===== src/rtl/core/lrfs_pkg.sv =====
// Shared types, constants and helper functions of the repulsive force summation core.
package lrfs_pkg;

    localparam int RANGE_W    = 16;
    localparam int ANGLE_W    = 18;
    localparam int CORDIC_W   = 20;
    localparam int Z_W        = 22;
    localparam int SUM_W      = 32;
    localparam int IDX_W      = 11;
    localparam int CFG_IDX_W  = 3;
    localparam int CFG_DATA_W = 16;
    localparam int QUOT_W     = 32;
    localparam int ATAN_ENTRIES = 24;
    localparam int ATAN_W     = 17;

    localparam logic signed [ANGLE_W-1:0] PI_Q13      = 18'sd25736;
    localparam logic signed [ANGLE_W-1:0] HALF_PI_Q13 = 18'sd12868;
    localparam logic signed [ANGLE_W-1:0] TWO_PI_Q13  = 18'sd51472;
    localparam logic [RANGE_W-1:0]        ROTATE_LIMIT = 16'd282;
    localparam logic signed [CORDIC_W-1:0] CORDIC_K   = 20'sd39797;

    // Configuration register indexes
    typedef enum logic [CFG_IDX_W-1:0] {
        CFG_LEADER_MODE     = 3'd0,
        CFG_ANGLE_START     = 3'd1,
        CFG_ANGLE_STEP      = 3'd2,
        CFG_WINDOW_FIRST    = 3'd3,
        CFG_WINDOW_LAST     = 3'd4,
        CFG_SAFE_DISTANCE   = 3'd5,
        CFG_FORCE_GAIN      = 3'd6,
        CFG_INFLUENCE_LIMIT = 3'd7
    } t_cfg_index;

    typedef struct packed {
        logic [RANGE_W-1:0] beam_range;
        logic               last_beam;
    } t_beam;

    typedef struct packed {
        logic signed [SUM_W-1:0] force_x_total;
        logic signed [SUM_W-1:0] force_y_total;
        logic [RANGE_W-1:0]      closest_range;
        logic                    rotate_needed;
        logic                    sum_saturated;
    } t_result;

    // Controller to datapath
    typedef struct packed {
        logic accept;
        logic start;
        logic mul;
        logic acc;
    } t_dp_cmd;

    // Datapath to controller
    typedef struct packed {
        logic calc_done;
        logic last;
    } t_dp_status;

    // One add or subtract of 2*pi into [-pi, pi)
    function automatic logic signed [ANGLE_W-1:0] wrap_angle(
        input logic signed [ANGLE_W-1:0] a);
        logic signed [ANGLE_W-1:0] r;
        r = a;
        if (a >= PI_Q13) begin
            r = a - TWO_PI_Q13;
        end else if (a < -PI_Q13) begin
            r = a + TWO_PI_Q13;
        end
        return r;
    endfunction

    // Arctangent of 2^-i in Q1.16
    function automatic logic [ATAN_W-1:0] atan_q16(input logic [4:0] i);
        logic [ATAN_W-1:0] v;
        case (i)
            5'd0:    v = 17'd51472;
            5'd1:    v = 17'd30386;
            5'd2:    v = 17'd16055;
            5'd3:    v = 17'd8150;
            5'd4:    v = 17'd4091;
            5'd5:    v = 17'd2047;
            5'd6:    v = 17'd1024;
            5'd7:    v = 17'd512;
            5'd8:    v = 17'd256;
            5'd9:    v = 17'd128;
            5'd10:   v = 17'd64;
            5'd11:   v = 17'd32;
            5'd12:   v = 17'd16;
            5'd13:   v = 17'd8;
            5'd14:   v = 17'd4;
            5'd15:   v = 17'd2;
            5'd16:   v = 17'd1;
            default: v = 17'd0;
        endcase
        return v;
    endfunction

endpackage


===== src/rtl/core/lrfs_ctrl.sv =====
// Sequencing state machine: accept, divide and rotate, multiply, accumulate.
module lrfs_ctrl (
    input  logic                  i_clk,
    input  logic                  i_rst_n,
    input  logic                  i_in_valid,
    output logic                  o_in_ready,
    output logic                  o_out_valid,
    input  logic                  i_out_ready,
    output lrfs_pkg::t_dp_cmd     o_cmd,
    input  lrfs_pkg::t_dp_status  i_status
);
    import lrfs_pkg::*;

    typedef enum logic [4:0] {
        S_IDLE  = 5'b00001,
        S_START = 5'b00010,
        S_CALC  = 5'b00100,
        S_MUL   = 5'b01000,
        S_ACC   = 5'b10000
    } t_state;

    t_state r_state, n_state;
    logic   r_out_valid, n_out_valid;
    logic   out_stalled;

    assign out_stalled = r_out_valid && !i_out_ready;

    // Next state and commands
    always_comb begin
        n_state      = r_state;
        o_cmd        = '0;
        n_out_valid  = r_out_valid && !i_out_ready;
        unique case (r_state)
            S_IDLE: begin
                if (i_in_valid) begin
                    o_cmd.accept = 1'b1;
                    n_state      = S_START;
                end
            end
            S_START: begin
                o_cmd.start = 1'b1;
                n_state     = S_CALC;
            end
            S_CALC: begin
                if (i_status.calc_done) begin
                    n_state = S_MUL;
                end
            end
            S_MUL: begin
                o_cmd.mul = 1'b1;
                n_state   = S_ACC;
            end
            S_ACC: begin
                if (!(i_status.last && out_stalled)) begin
                    o_cmd.acc = 1'b1;
                    n_state   = S_IDLE;
                    if (i_status.last) begin
                        n_out_valid = 1'b1;
                    end
                end
            end
            default: n_state = S_IDLE;
        endcase
    end

    always_ff @(posedge i_clk) begin
        if (!i_rst_n) begin
            r_state     <= S_IDLE;
            r_out_valid <= 1'b0;
        end else begin
            r_state     <= n_state;
            r_out_valid <= n_out_valid;
        end
    end

    assign o_in_ready  = (r_state == S_IDLE);
    assign o_out_valid = r_out_valid;
endmodule


===== config.mk =====
export PLATFORM = sky130hd
export DESIGN_NAME = lrfs_ctrl
export DESIGN_NICKNAME = d
export VERILOG_FILES = /design/src/rtl/core/lrfs_pkg.sv /design/src/rtl/core/lrfs_ctrl.sv
export SDC_FILE = /design/constraint.sdc
export NUM_CORES = 1
export LEC_CHECK = 0
export ABC_AREA = 1
export BUFFER_PORTS_ARGS = -buffer_cell sky130_fd_sc_hd__clkbuf_2
export CAP_MARGIN = 0
export CORE_AREA = 2 2 39 41
export CTS_BUF_LIST = sky130_fd_sc_hd__clkbuf_8
export DETAILED_ROUTE_END_ITERATION = 10
export DIE_AREA = 0 0 41 43
export HOLD_SLACK_MARGIN = 0.05
export SETUP_SLACK_MARGIN = 0.02
export SYNTH_ARGS = -nofsm -noshare
export SYNTH_HDL_FRONTEND = slang
export SYNTH_SLANG_ARGS = --single-unit

===== constraint.sdc =====
create_clock -name i_clk -period 1.3 [get_ports i_clk]
set_input_delay 0.26 -clock i_clk [delete_from_list [all_inputs] [get_ports i_clk]]
set_output_delay 0.26 -clock i_clk [all_outputs]
set_load 0.01 [all_outputs]

==> results of run 1 <==
[Yosys cell counts (2+ instances only)]
cell type / n / area share (%)
inv_1: 12 / 13
nand2_1: 8 / 8.8
dfxtp_1: 6 / 35
nor2_1: 6 / 6.6
nand4_1: 5 / 9.2
nor2_4: 3 / 9.9
a21oi_1: 2 / 2.9
inv_2: 2 / 2.2
nand2_2: 2 / 3.7
nor3_1: 2 / 2.9
[flip-flops by register name, indices dropped and copies added, names as in the netlist]
register     flops
o_out_valid      1
r_state          5
[cell families after synthesis]
logic type / Yosys count / synth area share [%]
and+or+nand+nor: 28 / 44.3
AOI/OAI and AO/OA: 3 / 5.13
DFF: 6 / 35.2
buffers and inverters: 14 / 15.4
[worst min-delay path: cells and delay by family]
family	cells	cell delay [ps]
AND/OR/NAND/NOR	2	120
buffers and inverters	1	90
[final cells by class]
class | instances | share of cell area [%]
tap | 16 | 3.94
sequential | 6 | 24.6
timing repair buffer | 15 | 16.7
clock buffer | 3 | 8.13
multi-input combinational | 31 | 36.2
inverter | 14 | 10.3
[path summary, 6_finish.rpt]
path / to / cells after the start / slack (ps) / from
setup / recovery: o_cmd[0] / 4 / -40 / r_state[3]$_SDFFE_PN0P_
setup reg to reg: r_state[0]$_SDFFE_PN1P_ / 9 / 140 / r_state[3]$_SDFFE_PN0P_
hold / removal: r_state[3]$_SDFFE_PN0P_ / 3 / 270 / i_status[1]
hold reg to reg: o_out_valid$_SDFF_PN0_ / 2 / 490 / o_out_valid$_SDFF_PN0_
[metal layers]
layer	part of all wire (%)	GRT usage, %	vias up
li1	-	-	192
met1	43	10.6	164
met2	47	15.0	8
met3	3.6	3.14	4
met4	6.5	16.0	0
met5	0	0	-
[where the power goes]
| part | internal (mW) | switching (mW) |
|---|---|---|
| logic | 0.0518 | 0.0573 |
| registers | 0.195 | 0.0107 |
| clock network | 0.199 | 0.0828 |
| total | 0.446 | 0.151 |
[layout by cell type, fill, tap and decap left out, types with 3 or more instances in the layout]
cell type,n
inv_1,11
nand2_1,8
nor2_1,6
clkbuf_2,6
nand4_1,5
buf_2,5
nor2_4,4
dfxtp_2,4
buf_4,4
inv_2,3
clkbuf_8,3
[what timing repair did]
item                       CTS  global route
pin swaps                    5             4
gates resized for setup      5             8
hold endpoints to repair     0             0
setup endpoints to repair    5             5
hold buffers                 0             0
buffers inserted             2             2
[metrics by stage]
step                      hold slack (ps)  utilization, %  TNS [ps]  area (um2)
after floorplan                       378               -         0         342
after global placement                485            30.1         0         417
after detailed placement              495            30.1         0         417
after CTS                             270            35.2      -159         487
after global routing                  296            36.7      -265         508
final                                 274            36.7     -61.0         508
==> flow_summary.json, run 1 <==
{
  "status": "complete, but fails checks",
  "violations": "negative setup slack",
  "drc": 0,
  "ff_latch_area_um2": 125,
  "syn_avg_cell_area_um2": 6.70,
  "fillers": 145,
  "antenna_found_initial": 0,
  "hold_violations": 0,
  "max_slew_margin_pct": 85.2,
  "clock_path_buffers": 2,
  "io_buffers": 11,
  "htreeDepth": 1,
  "cts_tree": "built",
  "period_minus_slack_ps": 1340,
  "fmax_ghz": 0.746,
  "crit_required_ps": 1040,
  "p_per_area_mw_per_mm2": 1170,
  "dp.cells": 78,
  "ys_ff_latch": 6,
  "start_kind": "flip-flop",
  "via_count": 368,
  "die-area_mm2": 0.00176,
  "multiInputGateArea_um2": 184,
  "grt_max_degree": 6,
  "firstDrtPassIters": 3,
  "grt_usage_pct": 11.1,
  "fp.coreArea_mm2": 0.00138,
  "async_reset_ff_share_pct": 0,
  "final_max_slew_viol_count": 0,
  "insertion_delay_ps": 220,
  "p_total_mw": 0.596,
  "ant_nets": 0,
  "yosysSeqAreaShare_pct": 35.2,
  "fin_ws_ps": -40.0,
  "cap_violations": 0,
  "drt_iter0_drc": 6,
  "grt_pass1_vias": 303,
  "crit_type": "reg -> out",
  "worstPathCellList": "nor2_4 -> nand2_2 -> nor3_2 -> buf_2",
  "syn_inst": 51,
  "wl_per_cell_um": 9.07,
  "finalCritPeriodShare_pct": 103,
  "drive_gt1_share_pct": 47.8,
  "numCtsBuffers": 3,
  "p_leak_nw": 0.282,
  "max-vdd-ir-drop_mv": 0.620,
  "rsz0062_at_grt": "yes",
  "crit_buf_inv": 1,
  "cp.arrival_ps": 1080,
  "slowest_stage": "dfxtp_2",
  "clk_pin_slew_ps": 40,
  "clock_sinks": 6,
  "final_cells": 85,
  "yosysWarnings": 0,
  "die_w_um": 41,
  "setup-violations-final": 2,
  "wl_um": 771,
  "fin_nets": 77,
  "grt_pass1_wl_um": 1180,
  "worstPathMaxFanout": 4,
  "fin_skew_ps": 1.37,
  "synth_cell_types": 13,
  "cts_root_buf": "clkbuf_8",
  "hpwl_um": 590,
  "tightest_slew_ps": 222,
  "crit_family": "simple AND/OR/NAND/NOR gates",
  "max_stage_delay_ps": 330,
  "place_ws_ps": 115,
  "num_rows": 14,
  "routabilityCongestion": 0.708,
  "syn_nets": 57,
  "vias_per_cell": 4.33,
  "fp.dieH_um": 43,
  "syn_to_final_growth_pct": 48.7,
  "synth_edf_count": 0,
  "critPathCaptureType": "output port",
  "synth_flop_cell": "dfxtp_1",
  "hp-class": "in -> reg",
  "initial_core_util_pct": 24.7,
  "diodes": 0,
  "grt_overflow": 0,
  "num_io_pins": 12,
  "netlist_area_um2": 342
}
No activity file was read; power rests on OpenSTA's default activity.
==> inputs of run 2 (changes only) <==
--- a/config.mk
+++ b/config.mk
@@ -12,8 +12,8 @@
 export CTS_BUF_LIST = sky130_fd_sc_hd__clkbuf_8
 export DETAILED_ROUTE_END_ITERATION = 10
 export DIE_AREA = 0 0 41 43
+export GPL_ROUTABILITY_DRIVEN = 0
 export HOLD_SLACK_MARGIN = 0.05
-export SETUP_SLACK_MARGIN = 0.02
 export SYNTH_ARGS = -nofsm -noshare
 export SYNTH_HDL_FRONTEND = slang
 export SYNTH_SLANG_ARGS = --single-unit
==> flow_summary.json, run 2 (same netlist as run 1, synthesis figures left out) <==
{
  "hpwl_um": 590,
  "fp.coreArea_mm2": 0.00138,
  "drc": 0,
  "place_ws_ps": 115,
  "p_per_area_mw_per_mm2": 1180,
  "rsz0062_at_grt": "yes",
  "grt_max_degree": 6,
  "largest_reg_flops": 5,
  "multiInputGateArea_um2": 184,
  "internal_power_mw": 0.445,
  "numCtsBuffers": 3,
  "wl_um": 773,
  "p_switching_mw": 0.152,
  "top_usage_layer": "met4",
  "io_buffers": 11,
  "clock_sinks": 6,
  "grt_pass1_vias": 304,
  "fin_ws_ps": -40.5,
  "insertion_delay_ps": 220,
  "hp-class": "in -> reg",
  "fillers": 148,
  "max-vdd-ir-drop_mv": 0.619,
  "grtUsageMet2_pct": 15.0,
  "num_io_pins": 12,
  "crit_type": "reg -> out",
  "clk_pin_slew_ps": 40,
  "grt_pass1_wl_um": 1180,
  "initial_core_util_pct": 24.7,
  "hold_violations": 0,
  "tightest_slew_ps": 222,
  "grt_overflow": 0,
  "final_cell_mix": "inv_1 (11), nand2_1 (8), clkbuf_2 (7)",
  "vias_per_cell": 4.32,
  "via_count": 367,
  "clock_path_buffers": 2,
  "die-area_mm2": 0.00176,
  "seqPwrFrac_pct": 34.4,
  "fin_skew_ps": 1.59,
  "largest-register": "r_state",
  "drive_gt1_share_pct": 47.8,
  "worstPathMaxFanout": 4,
  "p_total_mw": 0.597,
  "period_minus_slack_ps": 1340,
  "num_rows": 14,
  "finalCritPeriodShare_pct": 103,
  "gr-usage-met3_pct": 3.14,
  "wl_per_cell_um": 9.09,
  "cts_hold_buf": 0,
  "cp.arrival_ps": 1080,
  "combinationalPowerShare_pct": 18.4,
  "crit_required_ps": 1040,
  "die_w_um": 41,
  "syn_to_final_growth_pct": 48.7,
  "tns_ps": -59.3,
  "final_max_slew_viol_count": 0,
  "cts_tree": "built",
  "htreeDepth": 1,
  "diodes": 0,
  "ant_nets": 0,
  "r2r-start": "r_state[3]$_SDFFE_PN0P_",
  "drt_iter0_drc": 4,
  "cap_violations": 0,
  "ff_latch_area_um2": 125,
  "use_met1_pct": 10.6,
  "final_common_cell": "inv_1",
  "antenna_found_initial": 0,
  "status": "complete, but fails checks",
  "violations": "negative setup slack",
  "max_slew_margin_pct": 85.2,
  "start_kind": "flip-flop",
  "power_frac_clock_pct": 47.2,
  "fp.dieH_um": 43,
  "grt_usage_pct": 11.1,
  "final_cells": 85,
  "crit_start": "r_state[3]$_SDFFE_PN0P_",
  "dp.cells": 78,
  "switching_share_pct": 25.4,
  "setup-violations-final": 3,
  "firstDrtPassIters": 2,
  "fmax_ghz": 0.746,
  "cts_root_buf": "clkbuf_8",
  "p_leak_nw": 0.283,
  "critPathCaptureType": "output port",
  "fin_nets": 77,
  "min_from": "i_status[1]"
}
[run 2: cell types whose count changed in the layout (fill, tap and decap cells not counted), sizes merged]
cell    previous run  this run
buf                9         8
clkbuf             9        10
[run 2: power by group through the flow]
stage | Combinational, mW | Clock (mW) | Sequential, mW
finish | 0.110 | 0.282 | 0.205
CTS | 0.0900 | 0.289 | 0.205
global route | 0.120 | 0.293 | 0.206
detailed placement | 0.0879 | 0 | 0.206
global placement | 0.0871 | 0 | 0.205
floorplan | 0.0601 | 0 | 0.204
[run 2: stage by stage]
step | utilization (%) | instance area (um2) | hold slack [ps]
2_1_floorplan | - | 342 | 378
3_3_place_gp | 30.1 | 417 | 485
3_5_place_dp | 30.1 | 417 | 495
4_1_cts | 34.6 | 479 | 270
5_1_grt | 36.7 | 508 | 296
6_report | 36.7 | 508 | 274
[run 2: what timing repair did]
item                                    in CTS  in global routing
endpoints found under the setup margin       5                  5
resized for setup                            5                  7
pin swaps                                    4                  5
buffers inserted                             1                  3
gates cloned                                 0                  0
[run 2: worst paths after layout]
check	endpoint	slack [ps]	cells past startpoint
worst max-delay path	o_cmd[0]	-40	4
worst min-delay path	r_state[3]$_SDFFE_PN0P_	270	3
worst min register to register	o_out_valid$_SDFF_PN0_	490	2
worst max register to register	r_state[0]$_SDFFE_PN1P_	140	9
[run 2: cell type report]
class	instances	share of cell area [%]
inverter	14	10.3
sequential	6	24.6
tap	16	3.94
timing repair buffer	15	16.7
clock buffer	3	8.13
multi-input combinational	31	36.2
[run 2: critical path, stage by stage (launching register included)]
cell and delay [ps]:
dfxtp_2 330, nor2_4 150, nand2_2 80, nor3_2 150, buf_2 150
[run 2: layer usage]
metal | share of wire [%] | wire length, um
met3 | 3.6 | 28
met4 | 6.5 | 50
met2 | 47 | 363
met5 | 0 | 0
met1 | 43 | 331
==> inputs of run 3 (changes only) <==
--- a/config.mk
+++ b/config.mk
@@ -14,6 +14,7 @@
 export DIE_AREA = 0 0 41 43
 export GPL_ROUTABILITY_DRIVEN = 0
 export HOLD_SLACK_MARGIN = 0.05
+export PLACE_DENSITY_LB_ADDON = 0.05
 export SYNTH_ARGS = -nofsm -noshare
 export SYNTH_HDL_FRONTEND = slang
 export SYNTH_SLANG_ARGS = --single-unit
==> flow_summary.json, run 3 (same netlist as run 1, synthesis figures left out) <==
{
  "wl_per_cell_um": 9.20,
  "grt_pass1_vias": 307,
  "slowest_stage": "dfxtp_2",
  "fin_ws_ps": -36.5,
  "num_rows": 14,
  "worstRegToRegCells": 10,
  "crit_start": "r_state[3]$_SDFFE_PN0P_",
  "tightest_slew_ps": 202,
  "min_from": "i_rst_n",
  "fp.coreArea_mm2": 0.00138,
  "drc": 0,
  "internal_power_mw": 0.449,
  "io_buffers": 11,
  "finalCritPeriodShare_pct": 103,
  "firstDrtPassIters": 3,
  "grt_max_degree": 6,
  "max_stage_delay_ps": 330,
  "max-vdd-ir-drop_mv": 0.450,
  "clock_sinks": 6,
  "max_slew_margin_pct": 86.5,
  "crit_required_ps": 1040,
  "initial_core_util_pct": 24.7,
  "worstPathCellList": "nor2_4 -> nand2_2 -> nor3_2 -> buf_2",
  "grt_overflow": 0,
  "p_per_area_mw_per_mm2": 1090,
  "p_leak_nw": 0.299,
  "numCtsBuffers": 3,
  "fmax_ghz": 0.748,
  "syn_to_final_growth_pct": 59.7,
  "vias_per_cell": 4.23,
  "htreeDepth": 1,
  "cts_tree": "built",
  "combinationalPowerShare_pct": 20.1,
  "drive_gt1_share_pct": 52.8,
  "worstPathMaxFanout": 4,
  "num_io_pins": 12,
  "cap_violations": 0,
  "final_cell_mix": "inv_1 (9), nand2_1 (8), nor2_1 (6), clkbuf_2 (6), buf_4 (6)",
  "hold_path_depth": 2,
  "crit_type": "reg -> out",
  "violations": "negative setup slack",
  "drt_iter0_drc": 2,
  "clk_pin_slew_ps": 30,
  "power_frac_clock_pct": 46.0,
  "status": "complete, but fails checks",
  "grt_usage_pct": 12.0,
  "seqPwrFrac_pct": 33.9,
  "via_count": 372,
  "switching_share_pct": 24.8,
  "diodes": 0,
  "final_common_cell": "inv_1",
  "fp.dieH_um": 43,
  "hp-class": "in -> reg",
  "fin_nets": 80,
  "setup-violations-final": 1,
  "die_w_um": 41,
  "hpwl_um": 610,
  "clock_path_buffers": 2,
  "critPathCaptureType": "output port",
  "final_max_slew_viol_count": 0,
  "die-area_mm2": 0.00176,
  "period_minus_slack_ps": 1340,
  "fin_skew_ps": 1.64,
  "wl_um": 810,
  "r2r-start": "r_state[3]$_SDFFE_PN0P_",
  "place_ws_ps": 135,
  "insertion_delay_ps": 220,
  "cts_hold_buf": 0,
  "largest_reg_flops": 5,
  "hold_violations": 0,
  "cp.arrival_ps": 1080,
  "cts_root_buf": "clkbuf_8",
  "hold_slack_ps": 274,
  "p_switching_mw": 0.148,
  "antenna_found_initial": 0,
  "rsz0062_at_grt": "yes",
  "grt_pass1_wl_um": 1300,
  "ant_nets": 0,
  "start_kind": "flip-flop",
  "largest-register": "r_state"
}
run 3: worst max-delay path: cells and delay by family, from the launching register on:
| kind | cells | cell delay (ps) |
|---|---|---|
| simple gates | 3 | 380 |
| buf+inv | 1 | 140 |
| flops | 1 | 330 |
run 3: worst paths after layout:
check	to	slack, ps
hold / removal	r_state[2]$_SDFFE_PN0P_	270
setup reg to reg	r_state[0]$_SDFFE_PN1P_	20
hold reg to reg	o_out_valid$_SDFF_PN0_	490
setup / recovery	o_cmd[0]	-40
run 3: timing repair:
item | in CTS | in global routing
pin swaps | 4 | 5
endpoints found under the setup margin | 5 | 5
cloned | 0 | 0
resized for setup | 6 | 13
setup buffers | 4 | 3
run 3: layout make-up:
| cell class | count | area (um2) |
|---|---|---|
| inverters | 14 | 52.6 |
| fillers | 166 | 838 |
| flip-flops and latches | 6 | 130 |
| repair buffers | 18 | 118 |
| well taps | 16 | 20.0 |
| multi-input cells | 31 | 184 |
| clock buffers | 3 | 41.3 |
run 3: stage by stage:
step                      cell area, um2  total power [mW]  instances  TNS (ps)  utilization, %
final                                546             0.597         88     -36.5            39.4
after global routing                 546             0.641         88      -415            39.4
after CTS                            504             0.585         85     -85.5            36.4
after detailed placement             417             0.293         78         0            30.1
after global placement               417             0.295         78         0            30.1
after floorplan                      342             0.264         51         0               -
run 3: per-layer routing:
| layer | up-vias | routed length (um) | GRT usage (%) |
|---|---|---|---|
| met5 | - | 0 | 0 |
| met4 | 0 | 26 | 8.00 |
| met3 | 4 | 53 | 7.85 |
| met2 | 10 | 368 | 14.7 |
| met1 | 159 | 361 | 14.7 |
| li1 | 199 | - | - |
run 3: power groups by stage:
stage / combinational (mW) / clock [mW] / sequential, mW
3_3_place_gp: 0.0894 / 0 / 0.205
2_1_floorplan: 0.0601 / 0 / 0.204
4_1_cts: 0.0974 / 0.285 / 0.203
3_5_place_dp: 0.0880 / 0 / 0.205
5_1_grt: 0.136 / 0.302 / 0.203
6_report: 0.120 / 0.275 / 0.202
